<file path="src/hw/rtl/mts_pkg.sv">
// Shared types, codes and default sizes for the multithread issue scheduler.
package mts_pkg;

   localparam int MAX_THREADS_DEF   = 8;
   localparam int PC_WIDTH_DEF      = 16;
   localparam int LATENCY_WIDTH_DEF = 8;
   localparam int COUNT_WIDTH_DEF   = 32;

   localparam int KIND_WIDTH     = 2;
   localparam int PENALTY_WIDTH  = 8;
   localparam int TCOUNT_WIDTH   = 4;
   localparam int CSR_DATA_WIDTH = 32;
   localparam int CSR_ADDR_WIDTH = 5;
   localparam int CSR_INDEX_LSB  = 2;

   typedef enum logic [KIND_WIDTH-1:0] {
      KIND_PLAIN,
      KIND_LOAD,
      KIND_STORE,
      KIND_HALT
   } kind_type;

   typedef enum logic [1:0] {
      ACT_DONE,
      ACT_IDLE,
      ACT_PENALTY,
      ACT_ISSUE
   } act_type;

   typedef enum logic [2:0] {
      REG_FINE_MODE,
      REG_LOAD_LATENCY,
      REG_STORE_LATENCY,
      REG_SWITCH_PENALTY,
      REG_THREAD_COUNT
   } reg_index_type;

   typedef struct packed {
      act_type act;
      logic    new_switch;
      logic    all_halted;
   } plan_type;

endpackage

</file>
<file path="src/hw/rtl/mts_pick.sv">
// Thread selection: round-robin search for the next ready thread and the cycle plan.
module mts_pick #(
   parameter int MAX_THREADS = mts_pkg::MAX_THREADS_DEF
) (
   input  logic [MAX_THREADS-1:0]               ready,
   input  logic [MAX_THREADS-1:0]               halted,
   input  logic [$clog2(MAX_THREADS)-1:0]       cur,
   input  logic [mts_pkg::TCOUNT_WIDTH-1:0]     thread_count,
   input  logic                                 fine_mode,
   input  logic                                 penalty_busy,
   input  logic                                 penalty_armed,
   output mts_pkg::plan_type                    plan,
   output logic [$clog2(MAX_THREADS)-1:0]       thr,
   output logic [$clog2(MAX_THREADS+1)-1:0]     use_count
);
   import mts_pkg::*;

   localparam int TW = $clog2(MAX_THREADS);
   localparam int NW = $clog2(MAX_THREADS + 1);
   localparam int RW = 2 * TW + 1;

   logic [RW-1:0]          rem_w;
   logic [RW-1:0]          sub_w;
   logic [TW-1:0]          base;
   logic [MAX_THREADS-1:0] in_use;
   logic [MAX_THREADS-1:0] ready_use;
   logic [MAX_THREADS-1:0] ready_hi;
   logic                   found_hi;
   logic                   found_any;
   logic [TW-1:0]          thr_hi;
   logic [TW-1:0]          thr_any;

   always_comb begin
      if (thread_count == '0) begin
         use_count = NW'(1);
      end else if (int'(thread_count) > MAX_THREADS) begin
         use_count = NW'(MAX_THREADS);
      end else begin
         use_count = NW'(thread_count);
      end
   end

   // The current thread can lie beyond a reduced thread count, so reduce it
   // by restoring remainder steps, one per index bit.
   always_comb begin
      rem_w = RW'(cur);
      sub_w = '0;
      for (int s = TW - 1; s >= 0; s--) begin
         sub_w = RW'(use_count) << s;
         if (rem_w >= sub_w) begin
            rem_w = rem_w - sub_w;
         end
      end
      base = rem_w[TW-1:0];
   end

   always_comb begin
      for (int i = 0; i < MAX_THREADS; i++) begin
         in_use[i]    = i < int'(use_count);
         ready_use[i] = ready[i] && in_use[i];
         ready_hi[i]  = ready_use[i] && (i >= int'(base));
      end
   end

   always_comb begin
      found_hi  = 1'b0;
      found_any = 1'b0;
      thr_hi    = '0;
      thr_any   = '0;
      for (int i = MAX_THREADS - 1; i >= 0; i--) begin
         if (ready_hi[i]) begin
            found_hi = 1'b1;
            thr_hi   = TW'(i);
         end
         if (ready_use[i]) begin
            found_any = 1'b1;
            thr_any   = TW'(i);
         end
      end
   end

   always_comb begin
      plan.all_halted = &(halted | ~in_use);
      plan.new_switch = 1'b0;
      plan.act        = ACT_IDLE;
      thr             = '0;
      if (plan.all_halted) begin
         plan.act = ACT_DONE;
      end else if (penalty_busy) begin
         plan.act = ACT_PENALTY;
         thr      = base;
      end else if (found_any) begin
         thr = found_hi ? thr_hi : thr_any;
         if (!fine_mode && (thr != base) && penalty_armed) begin
            plan.act        = ACT_PENALTY;
            plan.new_switch = 1'b1;
         end else begin
            plan.act = ACT_ISSUE;
         end
      end
   end

endmodule

</file>
<file path="src/hw/rtl/multithread_issue_scheduler.sv">
// Top level of the multithread issue scheduler: thread state, counters, CSRs and result register.
//
//   Channel   Direction  Handshake            Payload
//   req_      in         req_valid/req_stall  req_instr_kind
//   rsp_      out        rsp_valid/rsp_stall  issue, next-issue, halt and count fields
//   csr_      in/out     APB psel/penable     registers at byte address 4*i
//
// Each transfer on req_ is one scheduler cycle; a new one is taken
// every clock while the result register is empty or is being drained in that clock.
// The thread pick is one round-robin priority search over the thread ready vector.
// Reset clears all thread state, counters, configuration registers and the result valid flag; thread_count resets to 8.
// While rsp_stall holds a result, req_stall is raised and the state does not move.
module multithread_issue_scheduler #(
   parameter int MAX_THREADS   = mts_pkg::MAX_THREADS_DEF,
   parameter int PC_WIDTH      = mts_pkg::PC_WIDTH_DEF,
   parameter int LATENCY_WIDTH = mts_pkg::LATENCY_WIDTH_DEF,
   parameter int COUNT_WIDTH   = mts_pkg::COUNT_WIDTH_DEF
) (
   input  logic                                clock,
   input  logic                                reset,

   input  logic                                req_valid,
   output logic                                req_stall,
   input  logic [mts_pkg::KIND_WIDTH-1:0]      req_instr_kind,

   output logic                                rsp_valid,
   input  logic                                rsp_stall,
   output logic                                rsp_issued,
   output logic [$clog2(MAX_THREADS)-1:0]      rsp_issue_thread,
   output logic [PC_WIDTH-1:0]                 rsp_issue_pc,
   output logic                                rsp_penalty_cycle,
   output logic                                rsp_next_issues,
   output logic [$clog2(MAX_THREADS)-1:0]      rsp_coming_thread,
   output logic [PC_WIDTH-1:0]                 rsp_next_pc,
   output logic                                rsp_all_halted,
   output logic [COUNT_WIDTH-1:0]              rsp_cycle_total,
   output logic [COUNT_WIDTH-1:0]              rsp_instr_total,

   input  logic                                csr_psel,
   input  logic                                csr_penable,
   input  logic                                csr_pwrite,
   input  logic [mts_pkg::CSR_ADDR_WIDTH-1:0]  csr_paddr,
   input  logic [mts_pkg::CSR_DATA_WIDTH-1:0]  csr_pwdata,
   output logic [mts_pkg::CSR_DATA_WIDTH-1:0]  csr_prdata,
   output logic                                csr_pready
);
   import mts_pkg::*;

   localparam int TW = $clog2(MAX_THREADS);
   localparam int NW = $clog2(MAX_THREADS + 1);
   localparam int WW = LATENCY_WIDTH + 1;

   // Configuration registers.
   logic                      fine_mode_ff;
   logic [LATENCY_WIDTH-1:0]  load_latency_ff;
   logic [LATENCY_WIDTH-1:0]  store_latency_ff;
   logic [PENALTY_WIDTH-1:0]  switch_penalty_ff;
   logic [TCOUNT_WIDTH-1:0]   thread_count_ff;
   logic                      csr_write;
   reg_index_type             csr_index;

   // Thread and scheduler state.
   logic [WW-1:0]             wait_ff [MAX_THREADS];
   logic [WW-1:0]             wait_in [MAX_THREADS];
   logic [PC_WIDTH-1:0]       pc_ff   [MAX_THREADS];
   logic [PC_WIDTH-1:0]       pc_in   [MAX_THREADS];
   logic [MAX_THREADS-1:0]    halted_ff;
   logic [MAX_THREADS-1:0]    halted_in;
   logic [TW-1:0]             current_ff;
   logic [TW-1:0]             current_in;
   logic [PENALTY_WIDTH-1:0]  penalty_left_ff;
   logic [PENALTY_WIDTH-1:0]  penalty_left_in;
   logic [COUNT_WIDTH-1:0]    cycle_ff;
   logic [COUNT_WIDTH-1:0]    cycle_in;
   logic [COUNT_WIDTH-1:0]    instr_ff;
   logic [COUNT_WIDTH-1:0]    instr_in;

   // Result register.
   logic                      rsp_valid_ff;
   logic                      rsp_valid_in;
   logic                      issued_ff;
   logic                      issued_in;
   logic [TW-1:0]             issue_thread_ff;
   logic [TW-1:0]             issue_thread_in;
   logic [PC_WIDTH-1:0]       issue_pc_ff;
   logic [PC_WIDTH-1:0]       issue_pc_in;
   logic                      penalty_cycle_ff;
   logic                      penalty_cycle_in;

   logic [MAX_THREADS-1:0]    ready;
   plan_type                  plan;
   logic [TW-1:0]             pick_thr;
   logic [NW-1:0]             use_count;
   logic [NW-1:0]             thr_plus_one;
   logic                      accept;
   kind_type                  kind;

   assign csr_pready = 1'b1;
   assign csr_write  = csr_psel && csr_penable && csr_pwrite;
   assign csr_index  = reg_index_type'(csr_paddr[CSR_ADDR_WIDTH-1:CSR_INDEX_LSB]);

   always_ff @(posedge clock) begin
      if (reset) begin
         fine_mode_ff      <= 1'b0;
         load_latency_ff   <= '0;
         store_latency_ff  <= '0;
         switch_penalty_ff <= '0;
         thread_count_ff   <= TCOUNT_WIDTH'(MAX_THREADS_DEF);
      end else if (csr_write) begin
         case (csr_index)
            REG_FINE_MODE:      fine_mode_ff      <= csr_pwdata[0];
            REG_LOAD_LATENCY:   load_latency_ff   <= csr_pwdata[LATENCY_WIDTH-1:0];
            REG_STORE_LATENCY:  store_latency_ff  <= csr_pwdata[LATENCY_WIDTH-1:0];
            REG_SWITCH_PENALTY: switch_penalty_ff <= csr_pwdata[PENALTY_WIDTH-1:0];
            REG_THREAD_COUNT:   thread_count_ff   <= csr_pwdata[TCOUNT_WIDTH-1:0];
            default: ;
         endcase
      end
   end

   always_comb begin
      csr_prdata = '0;
      case (csr_index)
         REG_FINE_MODE:      csr_prdata = CSR_DATA_WIDTH'(fine_mode_ff);
         REG_LOAD_LATENCY:   csr_prdata = CSR_DATA_WIDTH'(load_latency_ff);
         REG_STORE_LATENCY:  csr_prdata = CSR_DATA_WIDTH'(store_latency_ff);
         REG_SWITCH_PENALTY: csr_prdata = CSR_DATA_WIDTH'(switch_penalty_ff);
         REG_THREAD_COUNT:   csr_prdata = CSR_DATA_WIDTH'(thread_count_ff);
         default:            csr_prdata = '0;
      endcase
   end

   always_comb begin
      for (int i = 0; i < MAX_THREADS; i++) begin
         ready[i] = (wait_ff[i] == '0) && !halted_ff[i];
      end
   end

   mts_pick #(
      .MAX_THREADS (MAX_THREADS)
   ) u_pick (
      .ready         (ready),
      .halted        (halted_ff),
      .cur           (current_ff),
      .thread_count  (thread_count_ff),
      .fine_mode     (fine_mode_ff),
      .penalty_busy  (penalty_left_ff != '0),
      .penalty_armed (switch_penalty_ff != '0),
      .plan          (plan),
      .thr           (pick_thr),
      .use_count     (use_count)
   );

   assign req_stall    = rsp_valid_ff && rsp_stall;
   assign accept       = req_valid && !req_stall;
   assign kind         = kind_type'(req_instr_kind);
   assign rsp_valid_in = accept || req_stall;
   assign thr_plus_one = NW'(pick_thr) + NW'(1);

   always_comb begin
      wait_in          = wait_ff;
      pc_in            = pc_ff;
      halted_in        = halted_ff;
      current_in       = current_ff;
      penalty_left_in  = penalty_left_ff;
      cycle_in         = cycle_ff;
      instr_in         = instr_ff;
      issued_in        = 1'b0;
      issue_thread_in  = '0;
      issue_pc_in      = '0;
      penalty_cycle_in = 1'b0;
      if (plan.act != ACT_DONE) begin
         for (int i = 0; i < MAX_THREADS; i++) begin
            if (wait_ff[i] != '0) begin
               wait_in[i] = wait_ff[i] - WW'(1);
            end
         end
         if (cycle_ff != '1) begin
            cycle_in = cycle_ff + COUNT_WIDTH'(1);
         end
         case (plan.act)
            ACT_PENALTY: begin
               penalty_cycle_in = 1'b1;
               if (plan.new_switch) begin
                  current_in      = pick_thr;
                  penalty_left_in = switch_penalty_ff - PENALTY_WIDTH'(1);
               end else begin
                  penalty_left_in = penalty_left_ff - PENALTY_WIDTH'(1);
               end
            end
            ACT_ISSUE: begin
               issued_in        = 1'b1;
               issue_thread_in  = pick_thr;
               issue_pc_in      = pc_ff[pick_thr];
               pc_in[pick_thr]  = pc_ff[pick_thr] + PC_WIDTH'(1);
               if (instr_ff != '1) begin
                  instr_in = instr_ff + COUNT_WIDTH'(1);
               end
               // The issuing thread's wait is set to exactly the latency, in place of this cycle's countdown.
               case (kind)
                  KIND_LOAD:  wait_in[pick_thr] = WW'(load_latency_ff);
                  KIND_STORE: wait_in[pick_thr] = WW'(store_latency_ff);
                  KIND_HALT:  halted_in[pick_thr] = 1'b1;
                  default: ;
               endcase
               if (fine_mode_ff) begin
                  current_in = (thr_plus_one == use_count) ? '0 : TW'(thr_plus_one);
               end else begin
                  current_in = pick_thr;
               end
            end
            default: ;
         endcase
      end
   end

   always_ff @(posedge clock) begin
      if (reset) begin
         for (int i = 0; i < MAX_THREADS; i++) begin
            wait_ff[i] <= '0;
            pc_ff[i]   <= '0;
         end
         halted_ff       <= '0;
         current_ff      <= '0;
         penalty_left_ff <= '0;
         cycle_ff        <= '0;
         instr_ff        <= '0;
         rsp_valid_ff    <= 1'b0;
      end else begin
         rsp_valid_ff <= rsp_valid_in;
         if (accept) begin
            wait_ff         <= wait_in;
            pc_ff           <= pc_in;
            halted_ff       <= halted_in;
            current_ff      <= current_in;
            penalty_left_ff <= penalty_left_in;
            cycle_ff        <= cycle_in;
            instr_ff        <= instr_in;
         end
      end
   end

   always_ff @(posedge clock) begin
      if (accept) begin
         issued_ff        <= issued_in;
         issue_thread_ff  <= issue_thread_in;
         issue_pc_ff      <= issue_pc_in;
         penalty_cycle_ff <= penalty_cycle_in;
      end
   end

   // The state only moves on a transfer, so the look-ahead fields taken from
   // it stay matched to the held result.
   assign rsp_valid         = rsp_valid_ff;
   assign rsp_issued        = issued_ff;
   assign rsp_issue_thread  = issue_thread_ff;
   assign rsp_issue_pc      = issue_pc_ff;
   assign rsp_penalty_cycle = penalty_cycle_ff;
   assign rsp_next_issues   = plan.act == ACT_ISSUE;
   assign rsp_coming_thread = (plan.act == ACT_ISSUE) ? pick_thr : '0;
   assign rsp_next_pc       = (plan.act == ACT_ISSUE) ? pc_ff[pick_thr] : '0;
   assign rsp_all_halted    = plan.all_halted;
   assign rsp_cycle_total   = cycle_ff;
   assign rsp_instr_total   = instr_ff;

endmodule

</file>
<file path="config.mk">
export PLATFORM = sky130hd
export DESIGN_NAME = multithread_issue_scheduler
export DESIGN_NICKNAME = d
export VERILOG_FILES = /design/src/hw/rtl/mts_pkg.sv /design/src/hw/rtl/mts_pick.sv /design/src/hw/rtl/multithread_issue_scheduler.sv
export SDC_FILE = /design/constraint.sdc
export NUM_CORES = 1
export LEC_CHECK = 0
export BUFFER_PORTS_ARGS = -buffer_cell sky130_fd_sc_hd__buf_4
export CORE_UTILIZATION = 46
export DETAILED_ROUTE_END_ITERATION = 16
export PLACE_DENSITY = 0.7
export SETUP_SLACK_MARGIN = 0.4
export SLEW_MARGIN = 20
export SYNTH_ARGS = -nofsm -noshare
export SYNTH_HDL_FRONTEND = slang
export SYNTH_SLANG_ARGS = --single-unit
export TNS_END_PERCENT = 5
</file>
<file path="constraint.sdc">
create_clock -name clock -period 12.54 [get_ports clock]
set_clock_uncertainty 0.2 [all_clocks]
set_input_delay 1.881 -clock clock [delete_from_list [all_inputs] [get_ports clock]]
set_output_delay 1.881 -clock clock [all_outputs]
set_load 0.005 [all_outputs]
</file>
==> results.py <==
metrics = {
    "setup_path": {
        "path_max_fanout": 28,
        "reg2reg_from": "thread_count_ff[0]",
        "arrival_ps": 9440,
        "critPathSlowestCell": "o31a_1",
        "cp_cell_sequence": "nor2_1, nor2_2, ha_2, or4b_2, o22ai_1, inv_1, ha_1, nand3b_1, a21boi_0, a211o_1, mux2i_2, ha_1, a2111o_1, and2_1, a2111o_1, o211ai_1, and3b_1, a211oi_2, nor3_1, o31a_1, nand2_8, or4_1, a21oi_1, buf_4",
        "worstSetupEndpoint": "rsp_next_pc[1]",
        "cp_top_family": "compound AO/OA/AOI/OAI gates",
        "crit_path_start_kind": "flop",
        "criticalPathCategory": "flop to primary output",
        "r2r_cells": 28,
        "startpoint": "thread_count_ff[0]",
        "crit_cells": 24,
        "critPathMaxStageDelay_ps": 720,
        "path_buf_inv": 2,
        "critical_path_required_ps": 10460,
        "cp-end-kind": "primary output",
        "rr_endpoint": "pc_ff[70]",
        "regToRegSetupSlack_ps": 1690,
    },
    "power": {
        "p_leak_uw": 0.00826,
        "powerDensity_nw_per_um2": 283,
        "finalPower_uw": 6270,
        "ir_worst_vdd_v": 0.000202,
    },
    "sta": {
        "hold_violations": 0,
        "max_freq_mhz": 86.8,
        "rsz0062_at_grt": "no",
        "finalCritPeriodShare_pct": 91.9,
        "finalMaxSlewViolations": 0,
        "slew_headroom_pct": 20.3,
        "setup_slack_ps": 1020,
        "fin_crit_ps": 11520,
        "worst_pin_slew_ps": 1190,
        "setup_viol": 0,
        "setup_tns_ps": 0,
        "hold_ws_ps": 259,
    },
    "placed_design": {
        "io_buffers": 135,
        "dp_cells": 3005,
        "pre_cts_ws_ps": 1280,
        "dp.final_hpwl_mm": 41.5,
        "finalWeightedCongestion": 0.933,
    },
    "synth": {
        "synth_edf_count": 21,
        "ys_types": 101,
        "syn_area_um2": 19600,
        "yosys_warnings": 0,
        "synthArstFlopShare_pct": 0,
        "synth_area_per_cell_um2": 7.99,
        "synth_ff_type": "dfxtp_1",
        "synth_cells": 2458,
        "synth_seq_area_share_pct": 35.1,
        "synth-seq-cells": 334,
    },
    "clock_tree": {
        "numCtsBuffers": 37,
        "cts-root-buf": "clkbuf_16",
        "cts_tree": "built",
        "clkSinkCount": 334,
        "path_clk_slew_ps": 60,
        "clock_path_buffers": 3,
        "worstSkewPairLatency_ps": 540,
        "hold_buffers": 0,
        "htreeDepth": 2,
    },
    "job": {
        "maxCapViolCount": 0,
    },
    "global_routing": {
        "grt-ovfl-total": 0,
        "grt_pass1_wl_mm": 98.7,
        "grt_pass1_vias": 18400,
        "antenna_found_initial": 0,
        "grt_util_all_layers_pct": 27.7,
        "grt_max_degree": 98,
    },
    "drt": {
        "drc": 0,
        "drt_iter0_markers": 2051,
        "firstDrtPassIters": 5,
        "drtAntennaViolNets": 0,
        "avgViaCountPerCell": 6.35,
        "wl_per_cell_um": 20.3,
        "via_count": 19500,
        "postRouteWirelength_mm": 62.3,
    },
    "die": {
        "start_util_pct": 46.7,
        "die_x_um": 209,
        "rows": 75,
        "die_h_um": 209,
        "dieArea_um2": 43500,
        "core_area_um2": 42000,
        "io-pin-count": 187,
    },
    "finish": {
        "final_common_cell": "nor2_1",
        "layout.nets": 2584,
        "area_growth_syn_to_layout_pct": 12.7,
        "layout_common_cells": "nor2_1 (332), dfxtp_1 (313), buf_4 (190), nand2_1 (153), o21ai_0 (145)",
        "layout-drive-gt1-share_pct": 12.8,
        "finalNonFillerCells": 3077,
    },
    "worst_hold_path": {
        "hp-class": "flop to flop",
    },
    "run_status": {
        "outcome": "finished, final reports clean",
    },
}
[cell usage after synthesis, drive strengths merged (19+ instances only)]
cell type | count | area, um^2
or3 | 39 | 244
dfxtp | 313 | 6270
nor3 | 94 | 475
o21ai | 152 | 761
nor2 | 336 | 1270
nand4 | 28 | 188
buf | 63 | 442
inv | 79 | 299
a221oi | 31 | 272
xor2 | 38 | 333
clkbuf | 138 | 518
edfxtp | 21 | 631
or2 | 20 | 125
nand3 | 142 | 721
and3 | 32 | 200
o32ai | 30 | 263
mux2i | 96 | 968
a211oi | 58 | 463
ha | 25 | 313
xnor2 | 36 | 315
nand2 | 155 | 598
nor2b | 19 | 119
a21oi | 119 | 599
o211ai | 27 | 208
o311ai | 38 | 355
a31oi | 23 | 144
a22oi | 33 | 248
nor4 | 25 | 171
[logic make-up (layout without fill, tap and decap cells)]
family	Yosys count	after routing	synth area share [%]
AO/OA/AOI/OAI	653	653	23.2
XOR/XNOR	74	74	3.30
adder cells (fa/ha/maj)	28	28	1.85
buffers and inverters	280	336	6.41
flip-flops	334	334	35.1
multiplexers	112	112	5.90
other	2	26	0.0382
AND/OR/NAND/NOR	975	975	24.2
[per-layer routing]
layer  global-route usage [%]  routed length (um)  up-vias
li1                         -                   -     9112
met1                     36.2               26100     9404
met2                     45.5               29100      877
met3                     5.02                5380      132
met4                     10.3                1760        0
met5                        0                   0        -
[where the power goes]
part / total [uW] / internal (uW) / switching, uW
Combinational: 3850 / 1280 / 2570
Clock: 1070 / 627 / 447
Sequential: 1350 / 1240 / 113
Total: 6270 / 3140 / 3130
[repair_timing]
action / CTS / global route
resized for setup: 0 / 4
setup endpoints to repair: 0 / 20
buffers inserted: 0 / 5
[layout make-up]
class | count | area, um^2
fillers | 3947 | 19900
multi-input cells | 1867 | 11600
flip-flops and latches | 334 | 6900
repair buffers | 192 | 1460
clock buffers | 56 | 1100
well taps | 539 | 674
inverters | 79 | 300
clock inverters | 9 | 81.3
diodes | 1 | 2.50
[per-stage QoR]
stage,instance area (um^2),util [%]
6_report,22100,52.7
5_1_grt,22100,52.7
4_1_cts,22100,52.5
3_5_place_dp,20900,49.7
3_3_place_gp,20900,49.7
2_1_floorplan,19700,-
[worst min-delay path: stages (launching register included)]
cell and delay [ps]:
dfxtp_1 310, nand2_1 60, a21oi_1 50
[state kept, by name, indices dropped and copies added, names as in the netlist]
signal / count
rsp_penalty_cycle: 1
thread_count_ff: 4
halted_ff: 8
rsp_valid: 1
rsp_issue_pc: 16
pc_ff: 128
current_ff: 3
wait_ff: 72
load_latency_ff: 8
rsp_issued: 1
switch_penalty_ff: 8
rsp_issue_thread: 3
rsp_cycle_total: 32
fine_mode_ff: 1
penalty_left_ff: 8
rsp_instr_total: 32
store_latency_ff: 8
[worst min-delay path by stage]
stage,slack [ps],start,to,cells past startpoint
final,260,pc_ff[82],pc_ff[82],2
after CTS,260,pc_ff[82],pc_ff[82],2
after global routing,270,pc_ff[81],pc_ff[81],2
after floorplan,230,pc_ff[82],pc_ff[82],2
after detailed placement,240,pc_ff[82],pc_ff[82],2
after global placement,240,pc_ff[82],pc_ff[82],2
(Power assumes the default switching activity.)
